**config.mk**
```make
export PLATFORM = sky130hd
export DESIGN_NAME = bpesh_ram
export DESIGN_NICKNAME = d
export VERILOG_FILES = /design/src/hw/rtl/bpesh_ram.sv
export SDC_FILE = /design/constraint.sdc
export NUM_CORES = 2
export LEC_CHECK = 0
export BUFFER_PORTS_ARGS = -buffer_cell sky130_fd_sc_hd__buf_2
export CORE_MARGIN = 10
export CORE_UTILIZATION = 40
export DETAILED_ROUTE_END_ITERATION = 6
export GPL_TIMING_DRIVEN = 0
export PLACE_DENSITY = 0.65
export SLEW_MARGIN = 15
export SYNTH_ARGS = -nofsm -noshare
export SYNTH_HDL_FRONTEND = slang
export SYNTH_SLANG_ARGS = --single-unit
```
**constraint.sdc**
```tcl
create_clock -name clk -period 2.4 [get_ports clk]
set_input_delay 0.12 -clock clk [delete_from_list [all_inputs] [get_ports clk]]
set_output_delay 0.12 -clock clk [all_outputs]
set_load 0.05 [all_outputs]
```
**src/hw/rtl/bpesh_ram.sv**
```systemverilog
module bpesh_ram #(
  parameter int WIDTH     = 16,
  parameter int ADDR_BITS = 8
) (
  input  logic                 clk,
  input  logic                 we,
  input  logic [ADDR_BITS-1:0] waddr,
  input  logic [WIDTH-1:0]     wdata,
  input  logic [ADDR_BITS-1:0] raddr,
  output logic [WIDTH-1:0]     rdata
);

  localparam int DEPTH = 1 << ADDR_BITS;

  logic [WIDTH-1:0] mem [DEPTH];

  // write port
  always_ff @(posedge clk) begin
    if (we) begin
      mem[waddr] <= wdata;
    end
  end

  // registered read port, old data on a same-address write
  always_ff @(posedge clk) begin
    rdata <= mem[raddr];
  end

endmodule

```
==> flow_metrics.env <==
export IMPL_startpoint="raddr[4]"
export IMPL_cp_slowest_cell="buf_1"
export IMPL_ys_seq_elements=4112
export IMPL_ant_nets=0
export IMPL_critPathLaunchType="primary input"
export IMPL_synth_ff_type="edfxtp_1"
export IMPL_grt_total_usage_pct=22.77
export IMPL_path_class="in2reg"
export IMPL_yosys_warnings=0
export IMPL_postSynthCellCount=7360
export IMPL_fp_dieArea_mm2=0.4224
export IMPL_dp_hpwl_um=344300
export IMPL_syn_cell_area_mm2=0.1587
export IMPL_syn2layout_area_growth_pct=17.35
export IMPL_critical_path_endpoint="rdata[6]"
export IMPL_grt_pass1_wl_um=676900
export IMPL_period_needed_ns=2.752
export IMPL_worstSetupEndpointType="register"
export IMPL_leakagePower_nw=58.55
export IMPL_fin_skew_ns=0.06324
export IMPL_grt_pass1_vias=82040
export IMPL_overflow=0
export IMPL_vdd_ir_drop_max_uv=702.6
export IMPL_path_cells="buf_2, inv_1, clkbuf_2, buf_1, o221ai_1, o22ai_1, a21oi_1, nand4_1, nor4_4"
export IMPL_status="complete, but fails checks"
export IMPL_tightest_slew_ns=1.209
export IMPL_core_mm2=0.3957
export IMPL_synthArstFlopShare_pct=0
export IMPL_die_y_um=649.9
export IMPL_synth_cell_types=52
export IMPL_max_slew_margin_rel_pct=19.41
export IMPL_dr_first_iter_drc_count=13630
export IMPL_synth_edff_count=4096
export IMPL_worst_ep_required_time_ns=3.22
export IMPL_max_stage_delay_ns=0.60
export IMPL_ff2ff_path_depth=5
export IMPL_cellPowerDensity_mw_per_mm2=808.7
export IMPL_die_x_um=649.9
export IMPL_clkTransAtPathRegs_ns=0.06
export IMPL_grt_max_degree=129
export IMPL_finalWorstSetupSlack_ns=-0.3515
export IMPL_htreeDepth=5
export IMPL_nNetsFinal=8153
export IMPL_place_port_buffers=39
export IMPL_fin_crit_sh_pct=114.6
export IMPL_clk_insertion_delay_late_ns=0.98
export IMPL_rr_startpoint="mem[22][6]"
export IMPL_ys_seq_area_share_pct=77.70
export IMPL_violations="design-rule violations, negative setup slack"
export IMPL_clockBufferDepth=4
export IMPL_finalCoreUtilization_pct=47.07
export IMPL_clkSinkCount=4112
export IMPL_initial_utilization_pct=40.11
export IMPL_cts_buffers=397
export IMPL_synth_nets=7394
export IMPL_max_cap_viol_count=0
export IMPL_setup_violations=62
export IMPL_cp_data_arrival_time_ns=3.57
export IMPL_pin_count=50
export IMPL_wirelength_um=497000
export IMPL_cts_tree="built"
export IMPL_antenna_found_initial=30
export IMPL_rr_endpoint="rdata[6]"
export IMPL_crit_fanout=10
export IMPL_wl_per_cell_um=36.28
export IMPL_clock_root_buffer="clkbuf_16"
export IMPL_hold_path_class="in2reg"
export IMPL_finalHoldViolCount=0
export IMPL_gp_congestion=0.9845
export IMPL_drive_above_1_share_pct=30.58
export IMPL_syn_area_per_cell_um2=21.56
export IMPL_tns_ns=-5.130
export IMPL_first_pass_iters=7
export IMPL_fmax_mhz=363.4
export IMPL_fp_row_count=231
export IMPL_dr_total_vias=84170
export IMPL_reg2reg_slack_ns=-0.32
export IMPL_drc_errors=21
export IMPL_viasPerCell=6.144
export IMPL_rsz0062_at_grt="yes"
export IMPL_slew_viol_final=0
-- cell families after synthesis --
logic type	Yosys count	synth area share, %
AND/OR/NAND/NOR	556	1.574
multiplexers	1450	15.50
AO/OA/AOI/OAI	786	3.537
buffers and inverters	456	1.693
flip-flops	4112	77.70
-- per-layer routing --
metal | up-vias | share of wire [%] | global-route usage (%)
li1 | 32880 | - | -
met1 | 44540 | 36 | 29.64
met2 | 5682 | 46 | 35.11
met3 | 1049 | 12 | 6.650
met4 | 14 | 5.8 | 11.14
met5 | - | 0.046 | 0
-- placed cells by master, fill, tap and decap left out, drive strengths merged, types with 24 or more instances in the layout --
| cell type | Yosys | layout |
|---|---|---|
| mux2i | 565 | 565 |
| mux2 | 88 | 88 |
| nand2 | 38 | 38 |
| edfxtp | 4096 | 4096 |
| nor3 | 92 | 92 |
| a21oi | 175 | 175 |
| a221oi | 28 | 28 |
| clkinv | 0 | 173 |
| dlygate4sd3 | 0 | 24 |
| nor2 | 304 | 304 |
| nand4 | 26 | 26 |
| mux4 | 797 | 797 |
| buf | 222 | 567 |
| o22ai | 148 | 148 |
| a22oi | 43 | 43 |
| a22o | 32 | 32 |
| o21ai | 38 | 38 |
| nand3 | 35 | 35 |
| o221ai | 253 | 253 |
| bufinv | 0 | 33 |
| clkbuf | 230 | 697 |
-- cell usage after synthesis (2+ instances only) --
cell       number  area (um2)
a211oi_1       18       135.1
inv_1           3       11.26
clkbuf_1      230       863.3
nand4_1        26       162.7
mux2_2         88       991.0
nand4b_1        3       26.28
buf_2          76       380.4
nor2b_1         9       56.30
edfxtp_1     4096      123000
nor3_1         92       460.4
and3_1         11       68.82
buf_12          5       100.1
buf_6          77       867.1
buf_4          26       195.2
nand2_1        38       142.6
buf_1          27       101.4
mux2i_1       565        5655
nor4_1         17       106.4
a221oi_1       28       245.2
o31ai_1        16       120.1
a22o_1         32       280.3
a2111oi_0       6       52.55
o32ai_1        20       175.2
mux4_2        797       17950
o22ai_1       148       925.9
and4_1          2       17.52
a22oi_1        43       322.8
nand2b_1        3       18.77
dfxtp_1        16       320.3
a21oi_1       175       875.8
or2_2           4       25.02
or3_1           2       12.51
nor4bb_1        2       20.02
a31oi_1         6       37.54
a21o_1          2       15.01
nor2_1        304        1141
o21ai_0        37       185.2
buf_8          11       165.2
o221ai_1      252        2207
nand3_1        35       175.2
-- registers in the layout, indices dropped and copies added (netlist names) --
name / count
rdata: 16
mem: 4096
-- report_power, final --
part           internal [mW]  switching [mW]  leakage [nW]
logic                   2.97            6.59          15.4
registers               79.2          0.0503          36.9
clock network           34.6            27.3          6.19
-- how the worst min path moves through the flow --
stage,start,to,slack (ns),depth (start not counted)
floorplan,wdata[0],mem[0][0],0.22,0
global placement,rdata[8],rdata[8],0.60,1
detailed placement,wdata[1],mem[127][1],0.44,1
CTS,wdata[1],mem[204][1],0.003,2
global route,wdata[1],mem[204][1],0.05,2
finish,wdata[1],mem[204][1],0.03,2
-- repair_timing --
action | CTS | global route
hold endpoints to repair | 2671 | 5
hold buffers | 22 | 2
pin swaps | 27 | 24
gates resized for setup | 389 | 205
endpoints found under the setup margin | 241 | 425
buffers inserted | 0 | 11
-- per-stage QoR --
step,instances,hold slack [ns],setup WS (ns),total power [mW],cell area [um2]
2_1_floorplan,7360,0.2189,0.1150,84.83,158700
3_3_place_gp,12640,0.6009,-4.648,89.39,165500
3_5_place_dp,12930,0.4387,-3.358,89.56,171000
4_1_cts,13670,0.003141,-0.3354,150.7,185400
5_1_grt,13690,0.05024,-0.2633,153.9,186200
6_report,13700,0.03327,-0.3515,150.6,186300
-- final cells by class --
class,count,area (um2)
multi-input cells,2792,35130
plain buffers,450,3334
fillers,31690,209400
repair buffers,362,5139
inverters,4,21.27
clock buffers,480,10430
diodes,16,40.04
flip-flops and latches,4112,123300
well taps,5242,6559
clock inverters,240,2287
-- worst max-delay path: cells and delay by family --
kind / cells / cell delay, ns
buffers and inverters: 4 / 1.64
AOI/OAI and AO/OA: 3 / 0.95
and+or+nand+nor: 2 / 0.81
No activity file was read; power rests on OpenSTA's default activity.
