$ cat config.mk
export PLATFORM = sky130hd
export DESIGN_NAME = bpesh_outq
export DESIGN_NICKNAME = d
export VERILOG_FILES = /design/src/hw/rtl/bpesh_pkg.sv /design/src/hw/rtl/bpesh_outq.sv
export SDC_FILE = /design/constraint.sdc
export NUM_CORES = 1
export LEC_CHECK = 0
export BUFFER_PORTS_ARGS = -buffer_cell sky130_fd_sc_hd__buf_2
export CORE_UTILIZATION = 60
export DETAILED_ROUTE_END_ITERATION = 12
export MAX_ROUTING_LAYER = met4
export PLACE_DENSITY_LB_ADDON = 0.15
export SYNTH_ARGS = -nofsm -noshare
export SYNTH_HDL_FRONTEND = slang
export SYNTH_SLANG_ARGS = --single-unit
$ cat constraint.sdc
create_clock -name clk -period 4.2 [get_ports clk]
set_clock_uncertainty 0.05 [all_clocks]
set_input_delay 0.84 -clock clk [delete_from_list [all_inputs] [get_ports clk]]
set_output_delay 0.84 -clock clk [all_outputs]
set_load 0.01 [all_outputs]
$ cat src/hw/rtl/bpesh_pkg.sv
package bpesh_pkg;

  // histogram geometry
  localparam int COUNT_BITS = 16;
  localparam int BIN_BITS   = 8;
  localparam int OUT_COUNT_BITS = 16;

  localparam logic [COUNT_BITS-1:0] COUNT_LIMIT = {COUNT_BITS{1'b1}};
  localparam logic [BIN_BITS-1:0]   LAST_BIN    = {BIN_BITS{1'b1}};

  // result queue geometry
  localparam int OUTQ_PTR_BITS = 2;
  localparam int OUTQ_DEPTH    = 1 << OUTQ_PTR_BITS;

  // item opcodes
  typedef enum logic [1:0] {
    OP_SPLIT      = 2'd0,
    OP_READ       = 2'd1,
    OP_READ_CLEAR = 2'd2
  } opcode_t;

  // one result item
  typedef struct packed {
    logic [7:0]                exponent_low;
    logic [7:0]                exponent_high;
    logic [7:0]                sign_mant_byte_a;
    logic [7:0]                sign_mant_byte_b;
    logic [OUT_COUNT_BITS-1:0] bin_count;
  } result_t;

endpackage

$ cat src/hw/rtl/bpesh_outq.sv
module bpesh_outq (
  input  logic                            clk,
  input  logic                            rst,
  input  logic                            push,
  input  bpesh_pkg::result_t              push_item,
  output logic [bpesh_pkg::OUTQ_PTR_BITS:0] count,
  output logic                            head_valid,
  input  logic                            head_stall,
  output bpesh_pkg::result_t              head_item
);

  bpesh_pkg::result_t entries [bpesh_pkg::OUTQ_DEPTH];

  logic [bpesh_pkg::OUTQ_PTR_BITS-1:0] wr_ptr;
  logic [bpesh_pkg::OUTQ_PTR_BITS-1:0] rd_ptr;
  logic                                pop;

  assign head_valid = (count != '0);
  assign pop        = head_valid && !head_stall;
  assign head_item  = entries[rd_ptr];

  // pointers and fill count
  always_ff @(posedge clk) begin
    if (rst) begin
      wr_ptr <= '0;
      rd_ptr <= '0;
      count  <= '0;
    end else begin
      if (push) begin
        wr_ptr <= wr_ptr + 1'b1;
      end
      if (pop) begin
        rd_ptr <= rd_ptr + 1'b1;
      end
      case ({push, pop})
        2'b10:   count <= count + 1'b1;
        2'b01:   count <= count - 1'b1;
        default: count <= count;
      endcase
    end
  end

  // entry storage
  always_ff @(posedge clk) begin
    if (push) begin
      entries[wr_ptr] <= push_item;
    end
  end

endmodule

==> results by group, run 1 <==
Critical path
  – Critical-path cell list: mux4_2, buf_2
  – Crit path buffers/inverters: 1
  – CP Max Fanout: 48
  – CP required: 3.31 ns
  – CP startpoint kind: register
  – CP peak stage delay: 0.99 ns
  – Worst path top cell family by delay: flip-flops
  – Crit-path slowest cell: dfxtp_4
  – Crit path DAT: 2.27 ns
  – CP Class: register to primary output
  – CP Capture Type: primary output

Global route
  – Via count of the first global-routing pass: 3604
  – Global route overflow: 0
  – Pin count of the biggest net entering global routing: 49
  – Gr usage total: 20.90%
  – First-pass GRT wire length: 19300 µm
  – Initial antenna violation count: 1

Yosys
  – Post-Syn Area per Cell: 24.57 µm²
  – Synth top area share: 78.22%
  – Flops & latches, synth: 201
  – Synth Cell Area: 7371 µm²
  – Synth Net Count: 358
  – Area leader, netlist: edfxtp_1
  – Post-synthesis sequential area ratio: 80.67%
  – Synth area leaders: edfxtp_1, mux4_2, dfxtp_1
  – YS warnings: 0
  – Netlist cell types: 22
  – Synth Instances: 300

Route
  – Post-route ant nets: 0
  – Drt pass-1 iters: 4
  – DRT iter0 DRCs: 218
  – DR DRC count: 0
  – WL/cell: 21.09 µm
  – Routed wire length: 12270 µm
  – Vias: 3341
  – DR vias/cell: 5.741

Floorplan
  – Die X: 112.8 µm
  – Io pins: 104
  – Die H: 112.8 µm
  – Starting Density: 61.36%
  – Core area: 12010 µm²
  – # rows: 40
  – Die ar.: 12730 µm²

Clocking
  – Max clock buf depth: 3
  – CTS H-tree lvls: 1
  – CTS Root Buffer Type: clkbuf_16
  – CTS buffer count: 20
  – Post-CTS Setup Repair Bufs: 0
  – Clock tree sinks: 201
  – Cts repair resizes: 0
  – TritonCTS clock tree: yes
  – Reg clk slew, reported paths: 0.06 ns
  – Worst skew pair latency: 0.46 ns
  – # hold bufs at CTS: 0

Place
  – Port Buffers: 103
  – Area post-placement: 8065 µm²
  – Gpl congestion: 0.7004
  – Final HPWL DP: 7556 µm

STA
  – Clock period minus worst slack: 3.161 ns
  – Setup TNS: 0 ns
  – Part of the cycle the worst path needs: 75.26%
  – Max-slew headroom: 35.27%
  – Maximum clock rate: 316.4 MHz
  – RSZ-0062 raised after global routing: false
  – Pins Over Slew Limit: 0
  – Measured slew at the worst slew-check pin: 0.9710 ns
  – Final hold violation count: 0
  – Setup violations, final: 0

Finish
  – Area Growth Syn to Fin: 17.84%
  – Share of cells above drive strength 1: 44.24%
  – Seq. cell area: 5951 µm²
  – Multi-input gate area: 1329 µm²
  – Final Cell Area: 8686 µm²
  – Nets: 480
  – Fillers: 706

Power and ir drop
  – Peak supply drop: 0.0003389 V
  – Leak: 2.970 nW
  – Total power draw: 4.852 mW
  – Pwr/cell area: 558.6 nW/µm²

Run status
  – Outcome: finished clean

Run
  – Maxcap violations: 0

Worst hold path
  – Worst hold path type: register to register
cell type report:
class                   instances  area share (%)
multi-input cells              81           15.30
repair buffers                111           6.626
inverters                       7          0.3025
clock buffers                  28           6.468
flip-flops and latches        201           68.51
clock inverters                 6          0.6482
well taps                     147           2.118
diodes                          1         0.02881
worst register-to-register path: cells and delay by family (launching register included):
kind                       cells  cell delay (ns)
buffers and inverters          1             0.06
DFF                            1             0.39
adders and majority gates      2             0.57
and+or+nand+nor                3             0.55
xor gates and xnor gates       1             0.16
AOI/OAI and AO/OA              1             0.14
cells by family (layout without fill, tap and decap cells):
logic type | count (synthesis) | count (layout) | share of synthesized area [%]
buffers and inverters | 18 | 152 | 1.375
multiplexers | 50 | 50 | 14.96
AO/OA/AOI/OAI | 6 | 6 | 0.4074
AND/OR/NAND/NOR | 16 | 16 | 1.120
XOR/XNOR | 3 | 3 | 0.3565
flip-flops | 201 | 201 | 80.67
other | 0 | 1 | 0
adder cells (fa/ha/maj) | 6 | 6 | 1.120
Yosys cell counts:
cell / instances
edfxtp_1: 192
mux4_2: 48
dfxtp_1: 9
inv_1: 7
nor2_1: 7
ha_1: 5
a21oi_1: 4
and2_1: 4
buf_2: 3
buf_6: 3
clkbuf_1: 3
buf_4: 2
o21ai_0: 2
or3_1: 2
xor2_1: 2
fa_1: 1
mux2_2: 1
mux2i_1: 1
nor2b_1: 1
nor3_1: 1
nor3b_1: 1
xnor2_1: 1
where the power goes:
group	switching [mW]	leakage (nW)	internal [mW]	total (mW)
Sequential	0.140	1.84	2.32	2.46
Clock	0.656	0.302	0.992	1.65
Combinational	0.338	0.829	0.410	0.748
per-stage QoR:
step,utilization [%],cells,hold WS [ns],setup WS [ns]
2_1_floorplan,-,300,0.4384,1.750
3_3_place_gp,67.15,547,0.4318,1.438
3_5_place_dp,67.15,547,0.4564,1.451
4_1_cts,72.29,581,0.4645,0.9574
5_1_grt,72.31,582,0.5158,0.8590
6_report,72.31,582,0.4625,1.039
layout by cell type (no fill, tap or decap), drive strengths merged, types with 2 or more instances in the layout:
| master | n |
|---|---|
| mux4 | 48 |
| or3 | 2 |
| and2 | 4 |
| o21ai | 2 |
| buf | 111 |
| clkinv | 5 |
| xor2 | 2 |
| nor2 | 7 |
| clkbuf | 28 |
| a21oi | 4 |
| ha | 5 |
| dfxtp | 9 |
| inv | 7 |
| edfxtp | 192 |
flip-flops by register name (all words and copies together), names as in the netlist, named ones only:
signal and flops:
count 3, entries 192, rd_ptr 2, wr_ptr 2
worst paths after layout:
check | cells after the start | end | startpoint | slack [ns]
min reg2reg | 2 | count[2] | count[2] | 0.46
max | 2 | head_item[47] | register | 1.04
max reg2reg | 8 | count[2] | count[0] | 2.21
min | 2 | count[2] | count[2] | 0.46
metal layers:
metal	track usage (%)	routed length, µm	vias up	part of all wire [%]
met5	-	0	-	0
met2	35.14	6351	94	52
li1	-	-	1498	-
met1	26.51	5094	1738	42
met4	4.889	128	0	1.0
met3	4.499	697	11	5.7
Note: power is estimated with default switching activity, not from simulation.
==> run 2: changes to the inputs <==
--- a/config.mk
+++ b/config.mk
@@ -6,7 +6,7 @@
 export NUM_CORES = 1
 export LEC_CHECK = 0
 export BUFFER_PORTS_ARGS = -buffer_cell sky130_fd_sc_hd__buf_2
-export CORE_UTILIZATION = 60
+export CORE_UTILIZATION = 51
 export DETAILED_ROUTE_END_ITERATION = 12
 export MAX_ROUTING_LAYER = met4
 export PLACE_DENSITY_LB_ADDON = 0.15
==> constraint.sdc (replaced) <==
create_clock -name clk -period 2.55 [get_ports clk]
set_clock_uncertainty 0.05 [all_clocks]
set_input_delay 0.51 -clock clk [delete_from_list [all_inputs] [get_ports clk]]
set_output_delay 0.51 -clock clk [all_outputs]
set_load 0.01 [all_outputs]
==> run 2 against run 1 <==
  * Design area grew 1.2%
  * Combinational power rose by 94%
  * Via count grew 1.2%
  * Sequential cell count did not move
  * Non-clock buffer count grew 2
  * First-iteration DRC count up 39%
  * Count of clock-buffer cells in the layout up 6
  * Sequential share of layout area decreased by 0.81 points
  * Wire length grew 2.6%
  * Clock power grew 62%
==> results by group, run 2 (synthesis results as in run 1) <==
Global route
  – Initial antenna violation count: 0 (-1)
  – Gr usage total: 18.25% (-2.7 points)
  – Global route overflow: 0 (unchanged)
  – First-pass GRT wire length: 19500 µm (+1.0%)
  – Via count of the first global-routing pass: 3626 (+0.61%)
  – Pin count of the biggest net entering global routing: 49 (unchanged)

Power and ir drop
  – Internal power: 6.080 mW (+64%)
  – Combinational share of power: 18.1% (+2.7 points)
  – Pwr/cell area: 909.9 nW/µm² (+63%)
  – Clk network pwr share: 33.4% (-0.6 points)
  – Sequential share of power: 48.5% (-2.1 points)
  – Switching Share: 23.98% (+0.61 points)
  – Leak: 2.985 nW (+0.54%)
  – Peak supply drop: 0.0005973 V (+76%)
  – P_sw: 1.918 mW (+69%)

Critical path
  – CP Depth: 3 (+1)
  – CP peak stage delay: 0.56 ns (-0.43 ns)
  – Reg2Reg Setup Slack: 0.58 ns (-1.63 ns)
  – CP startpoint kind: register
  – R2R depth: 8 (unchanged)
  – Worst path top cell family by delay: multiplexers
  – Crit path DAT: 1.84 ns (-0.43 ns)
  – Critical-path cell list: buf_6, mux4_2, buf_2
  – Reg2reg end: count[2]
  – Critical Path Sink: head_item[44]
  – Worst reg2reg path startpoint: count[0]
  – CP required: 1.99 ns (-1.32 ns)
  – Crit path buffers/inverters: 2 (+1)
  – Crit-path slowest cell: mux4_2
  – CP Capture Type: primary output
  – CP Class: register to primary output
  – CP Max Fanout: 20 (-58%)

Place
  – Port Buffers: 103 (unchanged)
  – Final HPWL DP: 7263 µm (-3.9%)
  – Dpl ws: 0.4309 ns (-1.020 ns)
  – Area post-placement: 8184 µm² (+1.5%)
  – Gpl congestion: 0.7156 (+2.2%)

Clocking
  – Worst skew pair latency: 0.48 ns (+0.02 ns)
  – TritonCTS clock tree: yes
  – Max clock buf depth: 3 (unchanged)
  – CTS H-tree lvls: 1 (unchanged)
  – Reg clk slew, reported paths: 0.06 ns (about the same)
  – Clock tree sinks: 201 (unchanged)
  – CTS Root Buffer Type: clkbuf_16
  – CTS buffer count: 21 (+5.0%)

STA
  – Setup violations, final: 0 (unchanged)
  – Measured slew at the worst slew-check pin: 0.4573 ns (-0.5136 ns)
  – Max-slew headroom: 69.28% (+34 points)
  – RSZ-0062 raised after global routing: false
  – Maximum clock rate: 416.0 MHz
  – Worst Setup Slack, final: 0.1462 ns (-0.8931 ns)
  – Clock period minus worst slack: 2.404 ns
  – Final hold violation count: 0 (unchanged)
  – Pins Over Slew Limit: 0 (unchanged)
  – Setup TNS: 0 ns (unchanged)
  – Part of the cycle the worst path needs: 94.27%

Finish
  – Area Growth Syn to Fin: 19.25%
  – Nets: 483 (+0.63%)
  – Most frequent cells in the layout: edfxtp_1, buf_2, mux4_2, clkbuf_16, clkbuf_1
  – Top reg by flops: entries
  – # diodes: 0 (-1)
  – Most common cell after layout, fill and taps aside: edfxtp_1
  – Regs by FF count: entries (192), count (3)
  – Share of cells above drive strength 1: 43.86% (-0.38 points)
  – Core Util, Final: 62.84% (-9.5 points)
  – Max reg flops: 192 (unchanged)
  – Final Cell Area: 8790 µm² (+1.2%)

Worst hold path
  – Worst hold path type: input pin to register

Route
  – Routed wire length: 12590 µm (+2.6%)
  – WL/cell: 20.30 µm (-3.7%)
  – DR vias/cell: 5.452 (-5.0%)
  – Post-route ant nets: 0 (unchanged)
  – DR DRC count: 0 (unchanged)
  – DRT iter0 DRCs: 304 (+39%)
  – Vias: 3380 (+1.2%)
  – Drt pass-1 iters: 4 (unchanged)

Floorplan
  – Io pins: 104 (unchanged)
  – # rows: 43 (+7.5%)
  – Starting Density: 52.69% (-8.7 points)
  – Die H: 122.2 µm (+8.3%)
  – Die ar.: 14940 µm² (+17%)
  – Die X: 122.2 µm (+8.3%)
  – Core area: 13990 µm² (+16%)

Run
  – Maxcap violations: 0 (unchanged)

Run status
  – Outcome: finished clean
[run 2: cell types whose count changed in the layout (fill, tap and decap cells not counted), sizes merged]
cell	delta
diode	-1
clkinv	-3
bufinv	-1
buf	+2
clkbuf	+6
inv	+2
[run 2: power by group through the flow]
| stage | clock, mW | sequential, mW | combinational (mW) |
|---|---|---|---|
| 2_1_floorplan | 0 | 3.94 | 0.976 |
| 3_3_place_gp | 0 | 3.94 | 1.46 |
| 3_5_place_dp | 0 | 3.95 | 1.49 |
| 4_1_cts | 2.74 | 3.88 | 1.49 |
| 5_1_grt | 2.89 | 3.90 | 1.59 |
| 6_report | 2.67 | 3.88 | 1.45 |
[run 2: routing by layer]
metal,up-vias,track usage [%],wire length [µm]
met4,0,5.183,243
li1,1506,-,-
met3,22,3.671,640
met2,89,29.35,6277
met1,1763,23.91,5424
met5,-,-,0
[run 2: worst min-delay path by stage]
stage	from	endpoint	slack, ns	depth (start not counted)
final	push_item[3]	entries[3][3]	0.19	1
after global routing	push_item[5]	entries[2][5]	0.18	1
after CTS	push_item[10]	entries[2][10]	0.18	1
after detailed placement	rd_ptr[0]	register	0.46	2
after global placement	count[2]	count[2]	0.44	2
after floorplan	rd_ptr[0]	register	0.44	2
[run 2: final cells by class]
class	instances	area, µm²
Clock buffer	34	574.3
Fill cell	994	5199
Sequential cell	201	5951
Multi-Input combinational cell	81	1329
Tap cell	180	225.2
Inverter	7	26.28
Timing Repair Buffer	113	656.9
Clock inverter	4	27.53
[run 2: metrics by stage]
step                power, mW  cells  hold slack [ns]
finish                  7.998    620           0.1925
global route            8.384    620           0.1812
CTS                     8.118    620           0.1791
detailed placement      5.435    582           0.4557
global placement        5.400    582           0.4407
floorplan               4.917    300           0.4384
[run 2: worst reg2reg max path, delay by kind of cell, from the launching register on]
family                     cells  cell delay [ns]
buffers and inverters          1             0.07
DFF                            1             0.39
xor gates and xnor gates       1             0.16
adders and majority gates      2             0.58
and+or+nand+nor                3             0.52
AOI/OAI and AO/OA              1             0.14
[run 2: what timing repair did]
| action | in CTS | in global routing |
|---|---|---|
| setup endpoints to repair | 8 | 0 |
| endpoints found under the hold margin | 0 | 0 |
| buffers inserted | 0 | 0 |
| resized for setup | 1 | 0 |
| hold buffers | 0 | 0 |
